File: src/rtl/kt_pkg.sv
`timescale 1ns / 1ps

package kt_pkg;

  localparam logic [1:0] KIND_INSERT  = 2'd0;
  localparam logic [1:0] KIND_LOOKUP  = 2'd1;
  localparam logic [1:0] KIND_DELETE  = 2'd2;
  localparam logic [1:0] KIND_COMPACT = 2'd3;

  localparam logic STATUS_OK   = 1'b0;
  localparam logic STATUS_FAIL = 1'b1;

  localparam logic [4:0] LIMIT_RESET = 5'd16;

  typedef struct packed {
    logic [1:0]         kind;
    logic signed [31:0] key;
    logic [31:0]        info;
  } req_t;

  typedef struct packed {
    logic        status;
    logic [3:0]  position;
    logic [31:0] info_out;
    logic [4:0]  used_count;
  } rsp_t;

endpackage

File: src/rtl/keyed_table_with_lazy_delete.sv
`timescale 1ns / 1ps

// Unordered key table with lazy delete. Entries (busy flag, key, info) live in one
// synchronous memory with one read and one write port. One request is worked at a
// time: insert, lookup and delete scan slots 0 to used_count-1 one slot per cycle
// through the read port, stopping at the first busy match; compact streams the same
// slots and writes each busy entry to the next free low slot. An insert into a full
// table fails without a scan. The next request is taken as soon as the result sits
// in the output register. No memory clearing is needed after reset.
module keyed_table_with_lazy_delete #(
  parameter int CAPACITY   = 16,
  parameter int INFO_WIDTH = 32
) (
  input  logic         clk,
  input  logic         rst_n,
  input  logic         in_valid,
  output logic         in_ready,
  input  kt_pkg::req_t in_req,
  output logic         out_valid,
  input  logic         out_ready,
  output kt_pkg::rsp_t out_rsp,
  input  logic         cfg_we,
  input  logic [4:0]   cfg_wdata
);

  import kt_pkg::*;

  localparam int AW = (CAPACITY > 1) ? $clog2(CAPACITY) : 1;
  localparam int CW = $clog2(CAPACITY + 1);
  localparam int SW = (INFO_WIDTH < 32) ? INFO_WIDTH : 32;
  localparam int DW = 1 + 32 + SW;
  localparam int MW = (CW > 5) ? CW : 5;
  localparam int PW = (AW > 4) ? AW : 4;

  localparam logic [1:0] ST_IDLE = 2'd0;
  localparam logic [1:0] ST_SCAN = 2'd1;
  localparam logic [1:0] ST_DONE = 2'd2;

  logic [1:0]    state_r, state_nxt;
  logic [4:0]    limit_r;
  logic [CW-1:0] used_r, used_nxt;
  logic [CW-1:0] rd_i_r, rd_i_nxt;
  logic [CW-1:0] j_r, j_nxt;
  logic          rd_v_r;
  logic [AW-1:0] rd_idx_r;
  logic [1:0]    kind_r, kind_nxt;
  logic [31:0]   key_r, key_nxt;
  logic [SW-1:0] info_r, info_nxt;
  logic          status_r, status_nxt;
  logic [3:0]    pos_r, pos_nxt;
  logic [31:0]   info_o_r, info_o_nxt;
  logic          out_valid_r, out_valid_nxt;
  rsp_t          out_r, out_nxt;

  logic          rd_en;
  logic          wr_en;
  logic [AW-1:0] wr_addr;
  logic [DW-1:0] wr_data;
  logic [DW-1:0] rdata;
  logic          hit;
  logic [MW-1:0] used_ext;
  logic [MW-1:0] lim_ext;
  logic [MW-1:0] cap_m;
  logic [MW-1:0] limit_eff;
  logic [PW-1:0] pos_ext;

  kt_entry_mem #(
    .DEPTH(CAPACITY),
    .AW   (AW),
    .DW   (DW)
  ) u_mem (
    .clk  (clk),
    .we   (wr_en),
    .waddr(wr_addr),
    .wdata(wr_data),
    .re   (rd_en),
    .raddr(rd_i_r[AW-1:0]),
    .rdata(rdata)
  );

  assign used_ext  = MW'(used_r);
  assign lim_ext   = MW'(limit_r);
  assign cap_m     = MW'(CAPACITY);
  assign limit_eff = (lim_ext > cap_m) ? cap_m : lim_ext;
  assign pos_ext   = PW'(rd_idx_r);
  assign hit       = rd_v_r && rdata[DW-1] && (rdata[DW-2:SW] == key_r);

  assign in_ready  = (state_r == ST_IDLE);
  assign out_valid = out_valid_r;
  assign out_rsp   = out_r;

  always_comb begin
    state_nxt     = state_r;
    used_nxt      = used_r;
    rd_i_nxt      = rd_i_r;
    j_nxt         = j_r;
    kind_nxt      = kind_r;
    key_nxt       = key_r;
    info_nxt      = info_r;
    status_nxt    = status_r;
    pos_nxt       = pos_r;
    info_o_nxt    = info_o_r;
    out_valid_nxt = out_valid_r && !out_ready;
    out_nxt       = out_r;
    rd_en         = 1'b0;
    wr_en         = 1'b0;
    wr_addr       = '0;
    wr_data       = '0;
    unique case (state_r)
      ST_IDLE: begin
        if (in_valid) begin
          kind_nxt   = in_req.kind;
          key_nxt    = in_req.key;
          info_nxt   = in_req.info[SW-1:0];
          rd_i_nxt   = '0;
          j_nxt      = '0;
          status_nxt = STATUS_OK;
          pos_nxt    = '0;
          info_o_nxt = '0;
          if (in_req.kind == KIND_INSERT && used_ext >= limit_eff) begin
            status_nxt = STATUS_FAIL;
            state_nxt  = ST_DONE;
          end else begin
            state_nxt = ST_SCAN;
          end
        end
      end
      ST_SCAN: begin
        rd_en = (rd_i_r < used_r);
        if (rd_en) begin
          rd_i_nxt = rd_i_r + CW'(1);
        end
        if (rd_v_r) begin
          if (kind_r == KIND_COMPACT) begin
            if (rdata[DW-1]) begin
              wr_en   = 1'b1;
              wr_addr = j_r[AW-1:0];
              wr_data = rdata;
              j_nxt   = j_r + CW'(1);
            end
          end else if (hit) begin
            state_nxt = ST_DONE;
            unique case (kind_r)
              KIND_INSERT: begin
                status_nxt = STATUS_FAIL;
              end
              KIND_LOOKUP: begin
                pos_nxt    = pos_ext[3:0];
                info_o_nxt = 32'(rdata[SW-1:0]);
              end
              KIND_DELETE: begin
                pos_nxt = pos_ext[3:0];
                wr_en   = 1'b1;
                wr_addr = rd_idx_r;
                wr_data = {1'b0, rdata[DW-2:0]};
              end
              KIND_COMPACT: begin
              end
            endcase
          end
        end else if (rd_i_r == used_r) begin
          state_nxt = ST_DONE;
          unique case (kind_r)
            KIND_INSERT: begin
              wr_en    = 1'b1;
              wr_addr  = used_r[AW-1:0];
              wr_data  = {1'b1, key_r, info_r};
              used_nxt = used_r + CW'(1);
            end
            KIND_LOOKUP, KIND_DELETE: begin
              status_nxt = STATUS_FAIL;
            end
            KIND_COMPACT: begin
              used_nxt = j_r;
            end
          endcase
        end
      end
      ST_DONE: begin
        if (!out_valid_r || out_ready) begin
          out_valid_nxt       = 1'b1;
          out_nxt.status      = status_r;
          out_nxt.position    = pos_r;
          out_nxt.info_out    = info_o_r;
          out_nxt.used_count  = used_ext[4:0];
          state_nxt           = ST_IDLE;
        end
      end
      default: begin
        state_nxt = ST_IDLE;
      end
    endcase
  end

  always_ff @(posedge clk) begin
    if (!rst_n) begin
      state_r     <= ST_IDLE;
      used_r      <= '0;
      limit_r     <= LIMIT_RESET;
      rd_v_r      <= 1'b0;
      out_valid_r <= 1'b0;
    end else begin
      state_r     <= state_nxt;
      used_r      <= used_nxt;
      rd_v_r      <= rd_en;
      out_valid_r <= out_valid_nxt;
      if (cfg_we) begin
        limit_r <= cfg_wdata;
      end
    end
  end

  always_ff @(posedge clk) begin
    rd_i_r   <= rd_i_nxt;
    j_r      <= j_nxt;
    kind_r   <= kind_nxt;
    key_r    <= key_nxt;
    info_r   <= info_nxt;
    status_r <= status_nxt;
    pos_r    <= pos_nxt;
    info_o_r <= info_o_nxt;
    out_r    <= out_nxt;
    if (rd_en) begin
      rd_idx_r <= rd_i_r[AW-1:0];
    end
  end

endmodule

File: src/rtl/kt_entry_mem.sv
`timescale 1ns / 1ps

module kt_entry_mem #(
  parameter int DEPTH = 16,
  parameter int AW    = 4,
  parameter int DW    = 65
) (
  input  logic          clk,
  input  logic          we,
  input  logic [AW-1:0] waddr,
  input  logic [DW-1:0] wdata,
  input  logic          re,
  input  logic [AW-1:0] raddr,
  output logic [DW-1:0] rdata
);

  logic [DW-1:0] mem [DEPTH];
  logic [DW-1:0] rdata_r;

  always_ff @(posedge clk) begin
    if (we) begin
      mem[waddr] <= wdata;
    end
    if (re) begin
      rdata_r <= mem[raddr];
    end
  end

  assign rdata = rdata_r;

endmodule

File: config.mk
export PLATFORM = sky130hd
export DESIGN_NAME = keyed_table_with_lazy_delete
export DESIGN_NICKNAME = d
export VERILOG_FILES = /design/src/rtl/kt_pkg.sv /design/src/rtl/keyed_table_with_lazy_delete.sv /design/src/rtl/kt_entry_mem.sv
export SDC_FILE = /design/constraint.sdc
export NUM_CORES = 1
export LEC_CHECK = 0
export ABC_AREA = 1
export BUFFER_PORTS_ARGS = -buffer_cell sky130_fd_sc_hd__clkbuf_2
export CAP_MARGIN = 15
export CORE_ASPECT_RATIO = 0.8
export CORE_MARGIN = 2
export CORE_UTILIZATION = 45
export CTS_BUF_LIST = sky130_fd_sc_hd__clkbuf_4
export DETAILED_ROUTE_END_ITERATION = 10
export GPL_ROUTABILITY_DRIVEN = 0
export GPL_TIMING_DRIVEN = 0
export PLACE_DENSITY_LB_ADDON = 0.08
export SYNTH_ARGS = -nofsm -noshare
export SYNTH_HDL_FRONTEND = slang
export SYNTH_SLANG_ARGS = --single-unit
File: constraint.sdc
create_clock -name clk -period 13.02 [get_ports clk]
set_input_delay 2.604 -clock clk [delete_from_list [all_inputs] [get_ports clk]]
set_output_delay 2.604 -clock clk [all_outputs]
set_load 0.01 [all_outputs]
==> impl_results.md, run 1 <==
* # nets final at 4223
* DIE HEIGHT at 302.3 um
* Slew HR at 0.1876
* H-tree depth at 5
* First-pass GRT wire length at 214.8 mm
* Final std cells w/o fill at 5786
* Clk Tree Root Cell: clkbuf_4
* Synth unique cells at 37
* Area Overhead vs Synth at 16.12%
* Cell area after layout at 58120 um^2
* Post-layout util at 0.5268
* Largest net degree at the start of global routing at 43
* Die ar. at 113900 um^2
* Commonest non-fill, non-tap cell in the layout: edfxtp_1
* DRC Markers at 0
* Hold buffer count at cts at 0
* Setup Skew at 0.06780 ns
* Crit-path cells: buf_2, buf_4, clkinv_1, buf_2, clkbuf_1, ha_1, nand4_1, o21ai_0, nand2_1, inv_1, o21ai_0, a21oi_1, nand2_1, nor2_4, buf_12
* Fin crit share at 0.4396
* Max Cap Viol at 0
* Adder and majority gate portion of the synthesized area at 0.004250
* RSZ-0062 raised after global routing: no
* Post-synthesis compound-gate area fraction at 0.09067
* Placement row count at 109
* CP endpoint kind: flip-flop
* Syn Nets at 3672
* CTS buffer count at 336
* Initial Utilization at 0.4536
* Initial antenna violation count at 7
* Critical Path RT at 13.91 ns
* Largest family of logic cells by synthesized area: compound AO/OA/AOI/OAI gates
* Synthesized cell area at 50050 um^2
* Hold slack at 0.3811 ns
* Hold Crit Class: flip-flop to flip-flop
* Maximum clock insertion buffer count at 4
* Synth Area in XOR/XNOR at 0.002275
* Slew @ Worst Pin at 1.219 ns
* Pins over their slew limit at 0
* Status: completed
* GRT Overall Usage at 0.2653
* Mux cell area share after synthesis at 0.02040
* Gate Count Post-Synth at 3579
* Simple-gate share of the synthesized area at 0.09054
* GRT overflow at 0
* Ys async rst share at 0
* Setup TNS at 0 ns
* Pwr dens at 204.9 nW/um^2
* CTS clk-pin slew, worst paths at 0.07 ns
* Pre-Repair DR Iteration Count at 7
* FMAX at 0.1747 GHz
* CP arrival at 6.61 ns
* DP Area at 53960 um^2
* CP max-delay cell: nor2_4
* Routed vias/inst at 5.591
* Die width at 376.9 um
* Min cycle time layout at 5.723 ns
* Number of synthesis warnings at 0
* Initial DRC count at 3647
* Post-layout power at 11.91 mW
* Critical path class: flip-flop to flip-flop
* Antenna viol nets, final at 0
* Worst skew pair latency at 1.25 ns
* #FFs+latches synth at 1278
* Post-synth EDFFs at 1264
* CP Max Fanout at 24
* Final setup margin at 7.297 ns
* Vias in the first global route at 31340
* Final Routed Wirelength at 151.2 mm
* Commonest cells after routing, fill and taps aside: edfxtp_1 (1264), nor2_1 (714), clkbuf_4 (493), nand2_1 (298), o21ai_0 (280)
* Slowest stage delay, CP at 0.83 ns
* Port Buffers at 119
* Placed cells at 5211
* DR WL/cell at 26.13 um
* I/O pin count at 120
* Place WS at 7.507 ns
* Final-report setup violation count at 0
* Worst IR Drop VDD at 0.0001364 V
* Via count at 32350
* Dominant synthesized flop cell: edfxtp_1
* Final Hold Vio Count at 0
* Post_cts resized at 0
* Sequential share of the synthesized area at 0.7639
* Post-CTS Setup Inserts at 0
* CTS Sinks at 1278
* Share of layout cells above drive strength 1 at 0.1920
* Core area at 110300 um^2
* Startpoint Class: flip-flop
* Mapped Avg Cell Area at 13.98 um^2
* Leakage at 21.45 nW
* DPL Wire Length at 98.63 mm
* CTS tree: yes
[routing by layer]
metal	track usage	wire length (um)	vias to the layer above
met4	0.1014	4246	0
met3	0.06590	13210	259
met2	0.3939	66620	1501
met5	0	0	-
li1	-	-	14650
met1	0.3788	67130	15940
[cell families after synthesis]
group                      after synthesis
DFF                                   1278
xor gates and xnor gates                13
and+or+nand+nor                       1158
AOI/OAI and AO/OA                      668
muxes                                  102
buffers and inverters                  343
adders and majority gates               17
[where the power goes]
part	internal (mW)	leakage [nW]	switching, mW
Combinational	0.990	6.19	2.62
Clock	1.73	2.39	1.59
Sequential	4.86	12.9	0.104
[worst max-delay path, delay by kind of cell, from the launching register on]
family | cells | cell delay, ns
buffers and inverters | 7 | 2.33
and+or+nand+nor | 4 | 1.51
AOI/OAI and AO/OA | 3 | 0.63
adders and majority gates | 1 | 0.45
DFF | 1 | 0.37
[layout make-up]
class,instances,area [um^2]
multi-input combinational,1958,10630
timing repair buffer,213,2100
antenna,9,22.52
sequential,1278,38240
clock inverter,49,224.0
inverter,119,451.7
clock buffer,493,3701
buffer,224,953.4
fill,9476,52210
tap,1443,1805
[synthesized netlist by cell type (7+ instances only)]
library cell  count  share of area
o32ai_1         158          0.028
o221ai_1        103          0.018
a211oi_1         14         0.0021
mux2i_1         102          0.020
edfxtp_1       1264           0.76
buf_1            12        0.00090
nand3_1         113          0.011
clkbuf_1        155          0.012
nor2_1          732          0.055
nand4_1           7        0.00087
nand2_1         298          0.022
ha_1             17         0.0042
inv_1           116         0.0087
o211ai_1         29         0.0043
buf_2            50         0.0050
a21oi_1          62         0.0062
dfxtp_1          14         0.0056
xnor2_1           8         0.0014
a211oi_2         12         0.0030
o21ai_0         280          0.028
[flip-flops by register name, indices dropped and copies added (netlist names), 32 cells and up]
register,count
u_mem.rdata,65
key_r,32
u_mem.mem,1040
out_rsp,42
info_r,32
info_o_r,32
[final timing paths]
path	from	end	slack, ns	cells past startpoint
worst max register to register	rd_i_r[0]	u_mem.mem[9][37]	7.30	15
worst min register to register	status_r	out_rsp[41]	0.38	0
worst max-delay path	rd_i_r[0]	u_mem.mem[9][37]	7.30	15
worst min-delay path	status_r	out_rsp[41]	0.38	0
Power figures use the tool's default switching activity.
==> run 2, diff against run 1 <==
==> constraint.sdc (replaced) <==
create_clock -name clk -period 5.5 [get_ports clk]
set_input_delay 1.1 -clock clk [delete_from_list [all_inputs] [get_ports clk]]
set_output_delay 1.1 -clock clk [all_outputs]
set_load 0.01 [all_outputs]
==> run 2 against run 1 <==
  * Largest power group unchanged
  * Critical path depth fell by 1
  * Maximum frequency up 11%
  * Sequential cell count stayed put
  * Count of clock-buffer cells in the layout stayed put
  * Clock power rose by 140%
  * Critical endpoint is now u_mem.mem[10][36]
  * Clock skew is 0.0017 ns higher
  * Highest routed layer unchanged
  * First-iteration DRC count increased by 4.3%
==> impl_results.md, run 2 (synthesis results as in run 1) <==
* Status: completed
* Min cycle time layout at 5.139 ns
* Commonest cells after routing, fill and taps aside: edfxtp_1 (1264), nor2_1 (714), clkbuf_4 (493), nand2_1 (298), o21ai_0 (280)
* Final Routed Wirelength at 152.5 mm
* Largest net degree at the start of global routing at 43
* Slew @ Worst Pin at 1.209 ns
* DPL Wire Length at 98.63 mm
* Setup Skew at 0.06949 ns
* Leakage at 21.74 nW
* Final-report setup violation count at 0
* Area Overhead vs Synth at 17.55%
* Startpoint Class: flip-flop
* Core area at 110300 um^2
* Worst skew pair latency at 1.26 ns
* CTS Sinks at 1278
* GRT Overall Usage at 0.2665
* Hold Crit Start: cfg_we
* Maximum clock insertion buffer count at 4
* H-tree depth at 5
* Vias in the first global route at 31530
* Share of power burned in registers at 0.416
* GRT overflow at 0
* Critical path class: flip-flop to flip-flop
* Die ar. at 113900 um^2
* Fin crit share at 0.9345
* Post-layout power at 28.24 mW
* Commonest non-fill, non-tap cell in the layout: edfxtp_1
* Place WS at -0.01324 ns
* R2r setup slk at 0.36 ns
* Hold slack at 0.1351 ns
* Clock network power share at 0.279
* Slew HR at 0.1910
* Crit-path cells: buf_4, buf_4, clkinv_1, buf_2, ha_1, nand4_1, o21ai_0, nand2_1, inv_1, o21ai_0, a21oi_1, nand2_1, nor2_4, buf_12
* Biggest register: u_mem.mem
* Initial DRC count at 3805
* DR WL/cell at 26.04 um
* Combinational group share of total power at 0.305
* CP max-delay cell: nor2_4
* Via count at 32730
* DRC Markers at 0
* Clk Tree Root Cell: clkbuf_4
* Antenna viol nets, final at 0
* Reg-to-Reg Start: rd_i_r[0]
* Placement row count at 109
* CP arrival at 6.04 ns
* I/O pin count at 120
* Worst R2R End: u_mem.mem[10][36]
* Power Internal at 18.00 mW
* Placed cells at 5211
* Crit path buf inv count at 6
* Switching power at 10.25 mW
* Post-CTS Setup Inserts at 0
* Worst Hold Path EP: lim_ext[4]
* Pwr dens at 480.0 nW/um^2
* Share of layout cells above drive strength 1 at 0.1893
* DIE HEIGHT at 302.3 um
* Slowest stage delay, CP at 0.80 ns
* Critical path startpoint: rd_i_r[0]
* Largest delay share family, worst path: buffers and inverters
* Final Hold Vio Count at 0
* Die width at 376.9 um
* Hold Path Cell Cnt at 2
* Hold Crit Class: input port to flip-flop
* CTS tree: yes
* Port Buffers at 119
* Post-layout util at 0.5333
* Initial Utilization at 0.4536
* Final std cells w/o fill at 5856
* RSZ-0062 raised after global routing: no
* Critical Path RT at 6.40 ns
* Worst IR Drop VDD at 0.0003347 V
* Routed vias/inst at 5.590
* CP endpoint kind: flip-flop
* FMAX at 0.1946 GHz
* Pins over their slew limit at 0
* Pre-Repair DR Iteration Count at 9
* CTS clk-pin slew, worst paths at 0.07 ns
* Max Cap Viol at 0
* Max reg flops at 1040
* CTS buffer count at 336
* First-pass GRT wire length at 215.7 mm
* Cells on worst reg2reg path at 14
* Final setup margin at 0.3605 ns
* CP Max Fanout at 22
* Sw Ratio at 0.3628
* Initial antenna violation count at 7
* # nets final at 4294
[run 2: power by group through the flow]
stage / combinational, mW / clock (mW) / sequential, mW
after floorplan: 4.72 / 0 / 12.0
after global placement: 8.22 / 0 / 12.0
after detailed placement: 8.44 / 0 / 12.0
after CTS: 8.52 / 8.05 / 11.8
after global routing: 9.20 / 8.55 / 11.8
final: 8.60 / 7.88 / 11.8
[run 2: routing by layer]
layer / global-route usage / vias up / wire length, um
met5: 0 / - / 0
li1: - / 14790 / -
met4: 0.1028 / 0 / 4379
met2: 0.3956 / 1539 / 67050
met1: 0.3803 / 16140 / 67610
met3: 0.06595 / 267 / 13450
[run 2: worst max path at each step]
stage / slack (ns) / cells past startpoint / to
3_5_place_dp: -0.01 / 15 / u_mem.mem[9][34]
2_1_floorplan: 0.04 / 14 / u_mem.mem[9][0]
4_1_cts: 0.07 / 15 / u_mem.mem[9][49]
5_1_grt: 0.26 / 14 / u_mem.mem[10][52]
6_report: 0.36 / 14 / u_mem.mem[10][36]
3_3_place_gp: -5.08 / 14 / u_mem.mem[12][34]
[run 2: per-stage QoR]
step / setup TNS, ns / instance area (um^2)
global placement: -5155.66 / 52450
CTS: 0 / 58600
floorplan: 0 / 50050
detailed placement: -0.2599 / 53960
finish: 0 / 58840
global route: 0 / 58830
[run 2: area by class of cell]
cell class | count | area [um^2]
fillers | 9412 | 51490
flip-flops and latches | 1278 | 38240
multi-input cells | 1960 | 10640
clock buffers | 493 | 3701
repair buffers | 283 | 2806
well taps | 1443 | 1805
plain buffers | 223 | 952.2
inverters | 119 | 451.7
clock inverters | 49 | 224.0
diodes | 8 | 20.02
[run 2: repair_timing]
item	4_1_cts	5_1_grt
cloned	1	1
pin swaps	2	0
resized for setup	1	0
hold buffers	70	0
hold endpoints to repair	70	0
endpoints found under the setup margin	45	119
